$ cat src/rtl/core/lattice_upset_downset_marker_assert.svh
// assertion helpers for the marker rtl
`ifndef LATTICE_UPSET_DOWNSET_MARKER_ASSERT_SVH
`define LATTICE_UPSET_DOWNSET_MARKER_ASSERT_SVH

// same-cycle implication
`define LUM_ASSERT_NOW(label, clk, rst, ante, cons, msg) \
  label: assert property (@(posedge clk) disable iff (rst) (ante) |-> (cons)) \
    else $error(msg);

// next-cycle implication
`define LUM_ASSERT_NEXT(label, clk, rst, ante, cons, msg) \
  label: assert property (@(posedge clk) disable iff (rst) (ante) |=> (cons)) \
    else $error(msg);

`endif

$ cat src/rtl/core/lum_pkg.sv
package lum_pkg;

  localparam int MAX_BITS_DEF  = 10;
  localparam int WORD_BITS     = 32;
  localparam int LANE_BITS     = 5;
  localparam int CFG_W         = 4;
  localparam int CMD_W         = 2;
  localparam int MASK_W        = 10;
  localparam int COUNT_W       = 11;
  localparam int PCNT_W        = 6;
  localparam int IN_DATA_W     = 16;
  localparam int OUT_DATA_W    = 16;
  localparam logic [CFG_W-1:0] LATTICE_RESET = 4'd10;

  typedef enum logic [CMD_W-1:0] {
    CMD_CLEAR = 2'd0,
    CMD_MARK  = 2'd1,
    CMD_UP    = 2'd2,
    CMD_DOWN  = 2'd3
  } cmd_t;

  // was_marked sits in bit 0
  typedef struct packed {
    logic               all_marked;
    logic [COUNT_W-1:0] marked_count;
    logic               was_marked;
  } result_t;

  localparam int RESULT_W = $bits(result_t);

  function automatic int addr_w(int max_bits);
    return (max_bits > LANE_BITS) ? (max_bits - LANE_BITS) : 1;
  endfunction

  // size register value clamped to 1 .. max_bits
  function automatic logic [4:0] clamp_bits(logic [CFG_W-1:0] v, int max_bits);
    logic [4:0] r;
    if (v == '0) begin
      r = 5'd1;
    end else if (int'(v) > max_bits) begin
      r = 5'(max_bits);
    end else begin
      r = 5'(v);
    end
    return r;
  endfunction

  // nibble counts, then an eight-way sum
  function automatic logic [PCNT_W-1:0] popcount(logic [WORD_BITS-1:0] v);
    logic [2:0]        q [WORD_BITS/4];
    logic [PCNT_W-1:0] sum;
    for (int i = 0; i < WORD_BITS/4; i++) begin
      q[i] = 3'(v[4*i]) + 3'(v[4*i+1]) + 3'(v[4*i+2]) + 3'(v[4*i+3]);
    end
    sum = '0;
    for (int i = 0; i < WORD_BITS/4; i++) begin
      sum = sum + PCNT_W'(q[i]);
    end
    return sum;
  endfunction

endpackage

$ cat src/rtl/core/lum_store.sv
module lum_store #(
  parameter int ADDR_W = 5
) (
  input  logic                          clk,
  input  logic                          we,
  input  logic [ADDR_W-1:0]             waddr,
  input  logic [lum_pkg::WORD_BITS-1:0] wdata,
  input  logic [ADDR_W-1:0]             raddr,
  output logic [lum_pkg::WORD_BITS-1:0] rdata
);

  localparam int DEPTH = 2 ** ADDR_W;

  logic [lum_pkg::WORD_BITS-1:0] mem [DEPTH];

  always_ff @(posedge clk) begin
    if (we) begin
      mem[waddr] <= wdata;
    end
  end

  always_ff @(posedge clk) begin
    rdata <= mem[raddr];
  end

endmodule

$ cat src/rtl/core/lum_word_unit.sv
module lum_word_unit #(
  parameter int MAX_BITS = lum_pkg::MAX_BITS_DEF
) (
  input  logic                          clk,
  input  logic                          rst,
  input  lum_pkg::cmd_t                 cmd,
  input  logic [lum_pkg::addr_w(MAX_BITS)+lum_pkg::LANE_BITS-1:0] m_x,
  input  logic [MAX_BITS:0]             size,
  input  logic                          word_valid,
  input  logic [lum_pkg::addr_w(MAX_BITS)-1:0] word_addr,
  input  logic [lum_pkg::WORD_BITS-1:0] old_word,
  output logic [lum_pkg::WORD_BITS-1:0] new_word,
  output logic                          add_valid,
  output logic [lum_pkg::PCNT_W-1:0]    add_cnt
);

  localparam int ADDR_W = lum_pkg::addr_w(MAX_BITS);
  localparam int SX_W   = ADDR_W + lum_pkg::LANE_BITS;

  logic [lum_pkg::WORD_BITS-1:0] hit;
  logic [lum_pkg::WORD_BITS-1:0] added;

  // per-lane membership test of state {word_addr, lane}
  always_comb begin
    logic [SX_W-1:0] s;
    hit = '0;
    for (int j = 0; j < lum_pkg::WORD_BITS; j++) begin
      s = {word_addr, lum_pkg::LANE_BITS'(j)};
      case (cmd)
        lum_pkg::CMD_MARK: hit[j] = (s == m_x);
        lum_pkg::CMD_UP:   hit[j] = ((s & m_x) == m_x) &&
                                    ({1'b0, s} < (SX_W+1)'(size));
        lum_pkg::CMD_DOWN: hit[j] = ((s & ~m_x) == '0);
        default:           hit[j] = 1'b0;
      endcase
    end
  end

  assign new_word = old_word | hit;
  assign added    = hit & ~old_word;

  always_ff @(posedge clk) begin
    if (rst) begin
      add_valid <= 1'b0;
    end else begin
      add_valid <= word_valid;
    end
    add_cnt <= lum_pkg::popcount(added);
  end

endmodule

$ cat src/rtl/core/lum_seq.sv
`include "lattice_upset_downset_marker_assert.svh"

module lum_seq #(
  parameter int MAX_BITS = lum_pkg::MAX_BITS_DEF
) (
  input  logic                          clk,
  input  logic                          rst,
  input  logic                          cfg_valid,
  output logic                          cfg_ready,
  input  logic [lum_pkg::CFG_W-1:0]     cfg_data,
  input  logic                          in_valid,
  output logic                          in_ready,
  input  lum_pkg::cmd_t                 in_cmd,
  input  logic [lum_pkg::MASK_W-1:0]    in_mask,
  output logic [lum_pkg::addr_w(MAX_BITS)-1:0] rd_addr,
  input  logic [lum_pkg::WORD_BITS-1:0] rd_data,
  output logic                          wr_en,
  output logic [lum_pkg::addr_w(MAX_BITS)-1:0] wr_addr,
  output logic [lum_pkg::WORD_BITS-1:0] wr_data,
  output lum_pkg::cmd_t                 cmd,
  output logic [lum_pkg::addr_w(MAX_BITS)+lum_pkg::LANE_BITS-1:0] m_x,
  output logic [MAX_BITS:0]             size,
  output logic                          p_valid,
  output logic [lum_pkg::addr_w(MAX_BITS)-1:0] p_addr,
  input  logic [lum_pkg::WORD_BITS-1:0] new_word,
  input  logic                          add_valid,
  input  logic [lum_pkg::PCNT_W-1:0]    add_cnt,
  output logic                          res_valid,
  output lum_pkg::result_t              res,
  input  logic                          res_taken
);

  localparam int ADDR_W = lum_pkg::addr_w(MAX_BITS);
  localparam int SX_W   = ADDR_W + lum_pkg::LANE_BITS;
  localparam int TOT_W  = MAX_BITS + 1;
  localparam int N_W    = $clog2(MAX_BITS + 1);

  typedef enum logic [2:0] {
    S_IDLE,
    S_PROBE,
    S_WAS,
    S_CLEAR,
    S_SCAN,
    S_DRAIN,
    S_DONE
  } state_t;

  state_t                         state;
  logic [N_W-1:0]                 n_act;
  logic [ADDR_W-1:0]              wc;
  logic [ADDR_W-1:0]              end_word;
  logic                           reply;
  logic                           was_r;
  logic [TOT_W-1:0]               total;

  logic [SX_W-1:0]                m_in;
  logic [ADDR_W-1:0]              m_word;
  logic [lum_pkg::LANE_BITS-1:0]  m_lane;
  logic [ADDR_W-1:0]              last_word;
  logic                           cfg_fire;

  assign size      = TOT_W'(1) << n_act;
  assign m_in      = SX_W'(in_mask) & SX_W'(size - 1'b1);
  assign m_word    = m_x[SX_W-1:lum_pkg::LANE_BITS];
  assign m_lane    = m_x[lum_pkg::LANE_BITS-1:0];
  assign last_word = (int'(n_act) > lum_pkg::LANE_BITS) ?
                     ADDR_W'((size >> lum_pkg::LANE_BITS) - 1'b1) : '0;

  assign cfg_ready = (state == S_IDLE) || ((state == S_CLEAR) && !reply);
  assign cfg_fire  = cfg_valid && cfg_ready;
  assign in_ready  = (state == S_IDLE) && !cfg_valid;

  assign rd_addr = (state == S_SCAN) ? wc : m_word;
  assign wr_en   = (state == S_CLEAR) || p_valid;
  assign wr_addr = p_valid ? p_addr : wc;
  assign wr_data = p_valid ? new_word : '0;

  assign res_valid        = (state == S_DONE);
  assign res.was_marked   = was_r;
  assign res.marked_count = lum_pkg::COUNT_W'(total);
  assign res.all_marked   = (total == size);

  always_ff @(posedge clk) begin
    if (rst) begin
      state   <= S_CLEAR;
      n_act   <= N_W'(lum_pkg::clamp_bits(lum_pkg::LATTICE_RESET, MAX_BITS));
      wc      <= '0;
      reply   <= 1'b0;
      total   <= '0;
      p_valid <= 1'b0;
    end else begin
      p_valid <= (state == S_SCAN);
      p_addr  <= wc;
      if (add_valid) begin
        total <= total + TOT_W'(add_cnt);
      end
      if (cfg_fire) begin
        n_act <= N_W'(lum_pkg::clamp_bits(cfg_data, MAX_BITS));
        state <= S_CLEAR;
        wc    <= '0;
        reply <= 1'b0;
        total <= '0;
      end else begin
        case (state)
          S_IDLE: begin
            if (in_valid) begin
              cmd   <= in_cmd;
              m_x   <= m_in;
              state <= S_PROBE;
            end
          end
          S_PROBE: begin
            state <= S_WAS;
          end
          S_WAS: begin
            was_r <= rd_data[m_lane];
            case (cmd)
              lum_pkg::CMD_CLEAR: begin
                wc    <= '0;
                reply <= 1'b1;
                total <= '0;
                state <= S_CLEAR;
              end
              lum_pkg::CMD_MARK: begin
                wc       <= m_word;
                end_word <= m_word;
                state    <= S_SCAN;
              end
              default: begin
                wc       <= '0;
                end_word <= last_word;
                state    <= S_SCAN;
              end
            endcase
          end
          S_CLEAR: begin
            wc <= wc + 1'b1;
            if (wc == '1) begin
              state <= reply ? S_DONE : S_IDLE;
            end
          end
          S_SCAN: begin
            wc <= wc + 1'b1;
            if (wc == end_word) begin
              state <= S_DRAIN;
            end
          end
          S_DRAIN: begin
            if (!p_valid) begin
              state <= S_DONE;
            end
          end
          S_DONE: begin
            if (res_taken) begin
              state <= S_IDLE;
            end
          end
          default: begin
            state <= S_IDLE;
          end
        endcase
      end
    end
  end

  `LUM_ASSERT_NOW(a_total_bound, clk, rst, 1'b1, total <= size, "mark total above lattice size")
  `LUM_ASSERT_NOW(a_clear_zero, clk, rst, state == S_CLEAR, total == '0, "total not zero in clear")
  `LUM_ASSERT_NOW(a_pipe_state, clk, rst, p_valid, state == S_SCAN || state == S_DRAIN, "stray word")
  `LUM_ASSERT_NEXT(a_accept_probe, clk, rst, in_valid && in_ready, state == S_PROBE, "no probe")

endmodule

$ cat src/rtl/core/lattice_upset_downset_marker.sv
// channel   | signals                           | payload
// ----------+-----------------------------------+------------------------------------------
// input     | s_tvalid s_tready s_tdata s_tuser | tuser: command; tdata: state_mask
// result    | m_tvalid m_tready m_tdata         | tdata: was_marked, marked_count, all_marked
// config    | cfg_valid cfg_ready cfg_data      | lattice_bits
//
// up or down marking: 2^(n-5) word read-modify-writes on the shared word unit (one per
//   cycle, n = active lattice bits, at least one)
// single mark: one word read-modify-write; clear: 2^(MAX_BITS-5) word writes
// reset and every config write sweep the store with s_tready low; config beats are
//   still taken during that sweep
// a finished result waits in the output register while the next beat is taken
module lattice_upset_downset_marker #(
  parameter int MAX_BITS = lum_pkg::MAX_BITS_DEF
) (
  input  logic                             clk,
  input  logic                             rst,
  input  logic                             s_tvalid,
  output logic                             s_tready,
  input  logic [lum_pkg::IN_DATA_W-1:0]    s_tdata,  // [9:0] state_mask
  input  logic [lum_pkg::CMD_W-1:0]        s_tuser,  // [1:0] command
  output logic                             m_tvalid,
  input  logic                             m_tready,
  output logic [lum_pkg::OUT_DATA_W-1:0]   m_tdata,  // [0] was_marked, [11:1] marked_count,
                                                     // [12] all_marked
  input  logic                             cfg_valid,
  output logic                             cfg_ready,
  input  logic [lum_pkg::CFG_W-1:0]        cfg_data
);

  localparam int ADDR_W = lum_pkg::addr_w(MAX_BITS);
  localparam int SX_W   = ADDR_W + lum_pkg::LANE_BITS;

  logic [ADDR_W-1:0]              rd_addr;
  logic [lum_pkg::WORD_BITS-1:0]  rd_data;
  logic                           wr_en;
  logic [ADDR_W-1:0]              wr_addr;
  logic [lum_pkg::WORD_BITS-1:0]  wr_data;
  lum_pkg::cmd_t                  cmd;
  logic [SX_W-1:0]                m_x;
  logic [MAX_BITS:0]              size;
  logic                           p_valid;
  logic [ADDR_W-1:0]              p_addr;
  logic [lum_pkg::WORD_BITS-1:0]  new_word;
  logic                           add_valid;
  logic [lum_pkg::PCNT_W-1:0]     add_cnt;
  logic                           res_valid;
  lum_pkg::result_t               res;
  logic                           res_taken;

  assign res_taken = res_valid && (!m_tvalid || m_tready);

  lum_store #(
    .ADDR_W (ADDR_W)
  ) u_store (
    .clk   (clk),
    .we    (wr_en),
    .waddr (wr_addr),
    .wdata (wr_data),
    .raddr (rd_addr),
    .rdata (rd_data)
  );

  lum_word_unit #(
    .MAX_BITS (MAX_BITS)
  ) u_word_unit (
    .clk        (clk),
    .rst        (rst),
    .cmd        (cmd),
    .m_x        (m_x),
    .size       (size),
    .word_valid (p_valid),
    .word_addr  (p_addr),
    .old_word   (rd_data),
    .new_word   (new_word),
    .add_valid  (add_valid),
    .add_cnt    (add_cnt)
  );

  lum_seq #(
    .MAX_BITS (MAX_BITS)
  ) u_seq (
    .clk       (clk),
    .rst       (rst),
    .cfg_valid (cfg_valid),
    .cfg_ready (cfg_ready),
    .cfg_data  (cfg_data),
    .in_valid  (s_tvalid),
    .in_ready  (s_tready),
    .in_cmd    (lum_pkg::cmd_t'(s_tuser)),
    .in_mask   (s_tdata[lum_pkg::MASK_W-1:0]),
    .rd_addr   (rd_addr),
    .rd_data   (rd_data),
    .wr_en     (wr_en),
    .wr_addr   (wr_addr),
    .wr_data   (wr_data),
    .cmd       (cmd),
    .m_x       (m_x),
    .size      (size),
    .p_valid   (p_valid),
    .p_addr    (p_addr),
    .new_word  (new_word),
    .add_valid (add_valid),
    .add_cnt   (add_cnt),
    .res_valid (res_valid),
    .res       (res),
    .res_taken (res_taken)
  );

  // output register
  always_ff @(posedge clk) begin
    if (rst) begin
      m_tvalid <= 1'b0;
    end else begin
      if (res_taken) begin
        m_tvalid <= 1'b1;
      end else if (m_tready) begin
        m_tvalid <= 1'b0;
      end
    end
    if (res_taken) begin
      m_tdata <= lum_pkg::OUT_DATA_W'(res);
    end
  end

endmodule
$ cat config.mk
export PLATFORM = sky130hd
export DESIGN_NAME = lattice_upset_downset_marker
export DESIGN_NICKNAME = d
export VERILOG_FILES = /design/src/rtl/core/lum_pkg.sv /design/src/rtl/core/lum_store.sv /design/src/rtl/core/lum_word_unit.sv /design/src/rtl/core/lum_seq.sv /design/src/rtl/core/lattice_upset_downset_marker.sv
export VERILOG_INCLUDE_DIRS = /design/src /design/src/rtl/core
export SDC_FILE = /design/constraint.sdc
export NUM_CORES = 2
export LEC_CHECK = 0
export BUFFER_PORTS_ARGS = -buffer_cell sky130_fd_sc_hd__buf_2
export CORE_UTILIZATION = 40
export DETAILED_ROUTE_END_ITERATION = 8
export GPL_TIMING_DRIVEN = 0
export SYNTH_ARGS = -nofsm -noshare
export SYNTH_HDL_FRONTEND = slang
export SYNTH_HIERARCHICAL = 1
export SYNTH_SLANG_ARGS = --single-unit
$ cat constraint.sdc
create_clock -name clk -period 6.9 [get_ports clk]
set_input_delay 0.345 -clock clk [delete_from_list [all_inputs] [get_ports clk]]
set_output_delay 0.345 -clock clk [all_outputs]
set_load 0.005 [all_outputs]
## Word-level counts from Yosys, hierarchy flattened

Memory sizes are Yosys's and may differ from the RTL's. A register that Yosys moved wholly into a read port is not among the register bits.
Cells that the tools add are included.

- Flip-flop bits (word level): 69
- Bits in writable memories: 1024
- Memories: 1

- Equal/unequal tests: 81
- Bitwise operators: 72
- Add/subtract/negate cells: 35
- Reductions and logical operators: 86
- Shift operators: 1
- Order comparisons: 35
- Muxes and demuxes: 58

Memory list:

| name | words | bits a word | rd ports | clocked after memory_dff | wr ports | RTL line | text |
|---|---|---|---|---|---|---|---|
| u_store.mem | 32 | 32 | 1 | 1 | 1 | lum_store.sv:14 | `logic [lum_pkg::WORD_BITS-1:0] mem [DEPTH];` |

Operators with widths:

| kind | number |
|---|---|
| $and A10 B10 Y10 | 65 |
| $eq A10 B10 Y1 | 64 |
| $lt A10 B11 Y1 | 32 |
| $logic_not A10 Y1 | 32 |
| $pmux W1 S3 | 32 |
| $add A3 B1 Y3 | 16 |
| $add A6 B3 Y6 | 6 |
| $logic_and A1 B1 Y1 | 36 |
| $mux W11 | 3 |
| $and A32 B32 Y32 | 1 |
| $mux W32 | 1 |
| $not A32 Y32 | 1 |
| $or A32 B32 Y32 | 1 |
| $mux W3 | 7 |
| $pmux W3 S7 | 1 |
| $mux W5 | 4 |
| $pmux W5 S2 | 2 |
| $add A1 B1 Y2 | 8 |
| $add A11 B6 Y11 | 1 |
| $eq A11 B11 Y1 | 1 |
| $shl A1 B4 Y11 const A | 1 |
| $not A10 Y10 | 1 |
| $sub A10 B1 Y10 const B | 1 |
| $eq A3 B3 Y1 const B | 3 |
| other kinds (29) | 48 |

## Depth between registers and ports, before layout

- Word-level depth: 15
- Mapped depth: 28
- Mapped depth without buffers: 25

## Modules after synthesis

The synthesis kept the hierarchy.

By module, submodules not included:

| module | area an instance (µm²) | seq. area each (µm²) | times used | cells an instance |
|---|---|---|---|---|
| lum_store | 40487.6 | 31390.1 | 1 | 2260 |
| lum_seq | 3485.8 | 1191.1 | 1 | 398 |
| lum_word_unit | 2760.1 | 140.1 | 1 | 362 |
| lattice_upset_downset_marker | 471.7 | 410.4 | 1 | 22 |

## Worst setup path before layout

No wires, ideal clock.

- Path type: register to register
- Start: reg u_seq.n_act[2]
- End: reg u_word_unit/add_cnt[4] (netlist name)
- Library setup time: 72 ps
- Data arrival time: 6816 ps
- Stages on the path, launching flop included: 27
- Path slack: 12 ps
- Required time: 6828 ps
- Path through: dfxtp_1 > clkbuf_1 > clkbuf_1 > nand2_1 > nor2_1 > inv_1 > ha_1 > a211oi_2 > nor3_4 > nor4_4 > buf_4 > a32oi_1 > or2_1 > fa_1 > inv_1 > fa_1 > inv_1 > fa_1 > fa_1 > fa_1 > inv_1 > fa_1 > ha_1 > fa_1 > a21o_1 > a21oi_1 > xnor2_1

- Word-level cells in the longest chain between the ends: 15
- Elaborated cells on any way between the ends: 129

Ends and longest elaborated chain:

| what | RTL line | text |
|---|---|---|
| start, declared | lum_seq.sv:49 | `logic [N_W-1:0] n_act;` |
| start signal, assigned | lum_seq.sv:86 | `n_act <= N_W'(lum_pkg::clamp_bits(lum_pkg::LATTICE_RESET, MAX_BITS));` |
| start signal, assigned | lum_seq.sv:98 | `n_act <= N_W'(lum_pkg::clamp_bits(cfg_data, MAX_BITS));` |
| $shl A1 B4 Y11 * | lum_seq.sv:62 | `assign size = TOT_W'(1) << n_act;` |
| named net size[7] | lattice_upset_downset_marker.sv:41 | `logic [MAX_BITS:0] size;` |
| $lt A10 B11 Y1 | lum_word_unit.sv:32 | `({1'b0, s} < (SX_W+1)'(size));` |
| $logic_and A1 B1 Y1 | lum_word_unit.sv:31 | `lum_pkg::CMD_UP: hit[j] = ((s & m_x) == m_x) &&` |
| $pmux W1 S3 | lum_word_unit.sv:29 | `case (cmd)` |
| $and A32 B32 Y32 * | lum_word_unit.sv:40 | `assign added = hit & ~old_word;` |
| $add A1 B1 Y2 | lum_pkg.sv:53 | `q[i] = 3'(v[4*i]) + 3'(v[4*i+1]) + 3'(v[4*i+2]) + 3'(v[4*i+3]);` |
| $add A3 B1 Y3 (2 in series) | lum_pkg.sv:53 |  |
| $add A3 B3 Y4 | lum_pkg.sv:57 | `sum = sum + PCNT_W'(q[i]);` |
| $add A6 B3 Y6 (5 in series) | lum_pkg.sv:57 |  |
| $add A6 B3 Y6 * | lum_pkg.sv:57 |  |
| end signal, assigned | lum_word_unit.sv:48 | `add_cnt <= lum_pkg::popcount(added);` |
| end, declared | lum_word_unit.sv:14 | `output logic [lum_pkg::PCNT_W-1:0] add_cnt` |

The timed path passes the listed nets; every way through them passes the cells marked *.
A chain may end at the register's enable or synchronous reset.

## Worst setup path after layout

Same ends and word-level chain as after synthesis.

==> summary.md <==
| Metric | Value |
|---|---|
| Top layer in use | met5 |
| Post-route clock period utilization | 97.99% |
| FP Rows | 125 |
| Final ANT Viol Nets | 0 |
| Initial core utilization | 40.51% |
| Yosys reg bits | 1125 |
| Synth top area cells | edfxtp_1, mux2i_1, dfxtp_1 |
| Fin cells | 4913 |
| Post-Route Setup TNS | 0 ps |
| Clock Tree Buf Depth | 3 |
| Run status | finished clean |
| WL met1 | 55.70 mm |
| Clk Latency, worst-skew pair | 700 ps |
| Final Hold Viols | 0 |
| Most used cell, CP | fa_1 |
| Initial antenna violation count | 2 |
| Nets | 3378 |
| Clock power share | 39.8% |
| Iter 0 DRT Violations | 2604 |
| Power per cell area | 273.7 nW/µm² |
| Worst-path clk slew | 60 ps |
| Synth area leader | edfxtp_1 |
| N_diodes | 0 |
| Simple-gate portion of the synthesized area | 6.510% |
| Worst-Margin Slew | 1429 ps |
| Area of all placed cells without fillers | 55000 µm² |
| Largest net degree at the start of global routing | 33 |
| Yosys warns | 6 |
| Mux share of post-synthesis cell area | 11.75% |
| GRT Util Overall | 20.68% |
| Max incr delay on CP | 570 ps |
| Crit path DAT | 7350 ps |
| RSZ-0062 raised after global routing | true |
| TritonCTS clock tree | built |
| CTS sink cnt | 1125 |
| Switching share of power | 22.91% |
| Reg power frac | 52.4% |
| Synth cell types | 84 |
| Critical Path End Type | flop |
| Pre-antenna DRT Iters | 6 |
| Routed WL | 125.8 mm |
| Total power draw | 0.01505 W |
| Combinational family with the most area after synthesis | multiplexers |
| CP Buf/Inv Count | 5 |
| Ys flop type | edfxtp_1 |
| PortBufs | 36 |
| DIE AREA | 119400 µm² |
| TritonCTS Buffers | 114 |
| DP Area | 50260 µm² |
| F_max | 0.1479 GHz |
| Area delta synth->final | 16.51% |
| DRC | 0 |
| Crit path max-delay cell type | fa_2 |
| Core ar. | 116500 µm² |
| First-pass GRT wire length | 180.9 mm |
| Post-DR wirelength/cell | 25.61 µm |
| Synth Area in Compound Gates | 6.862% |
| Top-count cell post-synth | edfxtp_1 |
| Total gr overflow | 0 |
| Fin Clk Skew | 30.09 ps |
| Worst Hold Class | in2reg |
| Final setup vio count | 0 |
| Gate Count Post-Synth | 3042 |
| Seq/Total Area, Yosys | 70.19% |
| Die H | 345.5 µm |
| DR WL met3 | 7.493 mm |
| Post-DP HPWL | 83.85 mm |
| Rel. slew slack | 4.705% |
| DP Cell Count | 4637 |
| Final RePlAce weighted congestion | 0.9428 |
| Total number of vias | 27280 |
| Proportion of layout cells with a drive suffix above 1 | 15.90% |
| Vias in the first global route | 26220 |
| Worst-path cell chain | buf_8 -> nand2b_4 -> or2_4 -> inv_1 -> inv_2 -> ha_4 -> a21oi_4 -> buf_6 -> o2111ai_4 -> a2111oi_4 -> a41oi_2 -> or2_4 -> fa_2 -> fa_1 -> fa_1 -> fa_1 -> fa_1 -> inv_1 -> fa_1 -> ha_2 -> fa_2 -> a21o_1 -> a21oi_2 -> xnor2_2 |
| Layout Utilization | 47.20% |
| H-tree levels | 3 |
| Adder-cell share of the synthesized area | 1.935% |
| Met2 Wirelength | 59.37 mm |
| Die W | 345.5 µm |
| Critical path class | reg2reg |
| Pins Over Slew Limit | 0 |
| Worst vdd ir | 0.3388 mV |
| Family with the most delay on the worst path | adder cells |
| Worst Setup Start Kind | flop |
| Commonest cells in the netlist | edfxtp_1, mux2i_1, nand2_1, a21oi_1, nand3_1 |
| Area share of the largest cell type after synthesis | 67.43% |
| Post-synth EDFFs | 1060 |
| Min Tclk post-route | 6762 ps |
| I/O pins | 46 |
| # Max-Cap Violations | 0 |
| Switch Pwr | 0.003448 W |
| Clk root buf | clkbuf_16 |
| Worst-path maximum fanout | 7 |
| Leakage Power | 17.83 nW |
| Logic pwr share | 7.8% |
| Worst Path Required | 7490 ps |
| Xor and xnor area share after synthesis | 0.2969% |
| Mean Syn Cell Area | 15.52 µm² |
| Internal | 0.01160 W |
| Vias/cell | 5.552 |
| Synth Cell Area | 47210 µm² |
| Synth async-reset ratio | 0% |
-- cell usage in the layout, fill, tap and decap left out, types with 46 or more instances in the layout --
cell and count:
buf_4 75, a22oi_1 97, nor3_1 46, nor2_1 57
mux2i_1 518, dfxtp_1 61, inv_1 50, clkbuf_1 89
a22o_1 66, nand3_1 110, clkbuf_16 119, nand2_1 147
edfxtp_1 1060, buf_2 67, a21oi_1 141
-- area by class of cell --
| class | count | area [µm²] |
|---|---|---|
| Timing Repair Buffer | 134 | 1500 |
| Multi-Input combinational cell | 1692 | 13560 |
| Fill cell | 9857 | 61520 |
| Tap cell | 1524 | 1907 |
| Clock inverter | 69 | 551.8 |
| Buffer | 172 | 1044 |
| Sequential cell | 1125 | 33150 |
| Inverter | 54 | 202.7 |
| Clock buffer | 143 | 3085 |
-- power by group through the flow --
| stage | combinational, W | sequential, W | clock [W] |
|---|---|---|---|
| 2_1_floorplan | 0.000580 | 0.00801 | 0 |
| 4_1_cts | 0.00110 | 0.00789 | 0.00609 |
| 6_report | 0.00117 | 0.00789 | 0.00598 |
| 3_5_place_dp | 0.00104 | 0.00803 | 0 |
| 5_1_grt | 0.00126 | 0.00792 | 0.00634 |
| 3_3_place_gp | 0.000869 | 0.00806 | 0 |
-- worst paths after layout --
kind                       endpoint  slack [ps]  depth (start not counted)            from
max          u_word_unit/add_cnt[4]         140                         24  u_seq/n_act[2]
min                    u_seq/m_x[6]          70                          3        s_tvalid
max reg2reg  u_word_unit/add_cnt[4]         140                         24  u_seq/n_act[2]
min reg2reg              m_tdata[0]         510                          1     u_seq/was_r
-- kinds of logic after synthesis --
family	after synthesis
AOI/OAI and AO/OA	478
xor gates and xnor gates	16
adders and majority gates	58
buffers and inverters	227
DFF	1125
muxes	540
other	1
and+or+nand+nor	597
-- worst min-delay path, stage by stage --
cell and delay [ps]:
buf_2 110, inv_1 60, nor4_2 80
-- registers in the layout, summed over array words and instances, names as in the netlist --
| signal | flops |
|---|---|
| u_seq/was_r | 1 |
| u_seq/n_act | 4 |
| u_store/rdata | 32 |
| u_seq/state | 3 |
| u_seq/p_addr | 5 |
| u_seq/cmd | 2 |
| u_store/mem | 1024 |
| u_seq/end_word | 5 |
| u_seq/reply | 1 |
| u_seq/p_valid | 1 |
| u_word_unit/add_cnt | 6 |
| u_seq/wc | 5 |
| u_seq/m_x | 10 |
| m_tdata | 13 |
| m_tvalid | 1 |
| u_seq/total | 11 |
| u_word_unit/add_valid | 1 |
-- metal layers --
| metal | track usage, % | up-vias |
|---|---|---|
| li1 | - | 12300 |
| met1 | 29.18 | 13890 |
| met2 | 33.24 | 930 |
| met3 | 2.872 | 162 |
| met4 | 6.159 | 2 |
| met5 | 0 | - |
-- stage by stage --
| step | hold WS (ps) | setup slack, ps |
|---|---|---|
| 3_5_place_dp | 492.3 | -1485 |
| 5_1_grt | 63.55 | -34.72 |
| 4_1_cts | 15.08 | 8.662 |
| 2_1_floorplan | 407.4 | 11.73 |
| 6_report | 65.02 | 138.4 |
| 3_3_place_gp | 483.8 | -1643 |
-- repair_timing --
item,CTS,global route
pin swaps,22,41
endpoints found under the hold margin,18,0
gates resized for setup,65,66
buffers inserted,18,25
setup endpoints to repair,6,5
hold buffers,20,0
gates cloned,0,2
Power figures use the tool's default switching activity.
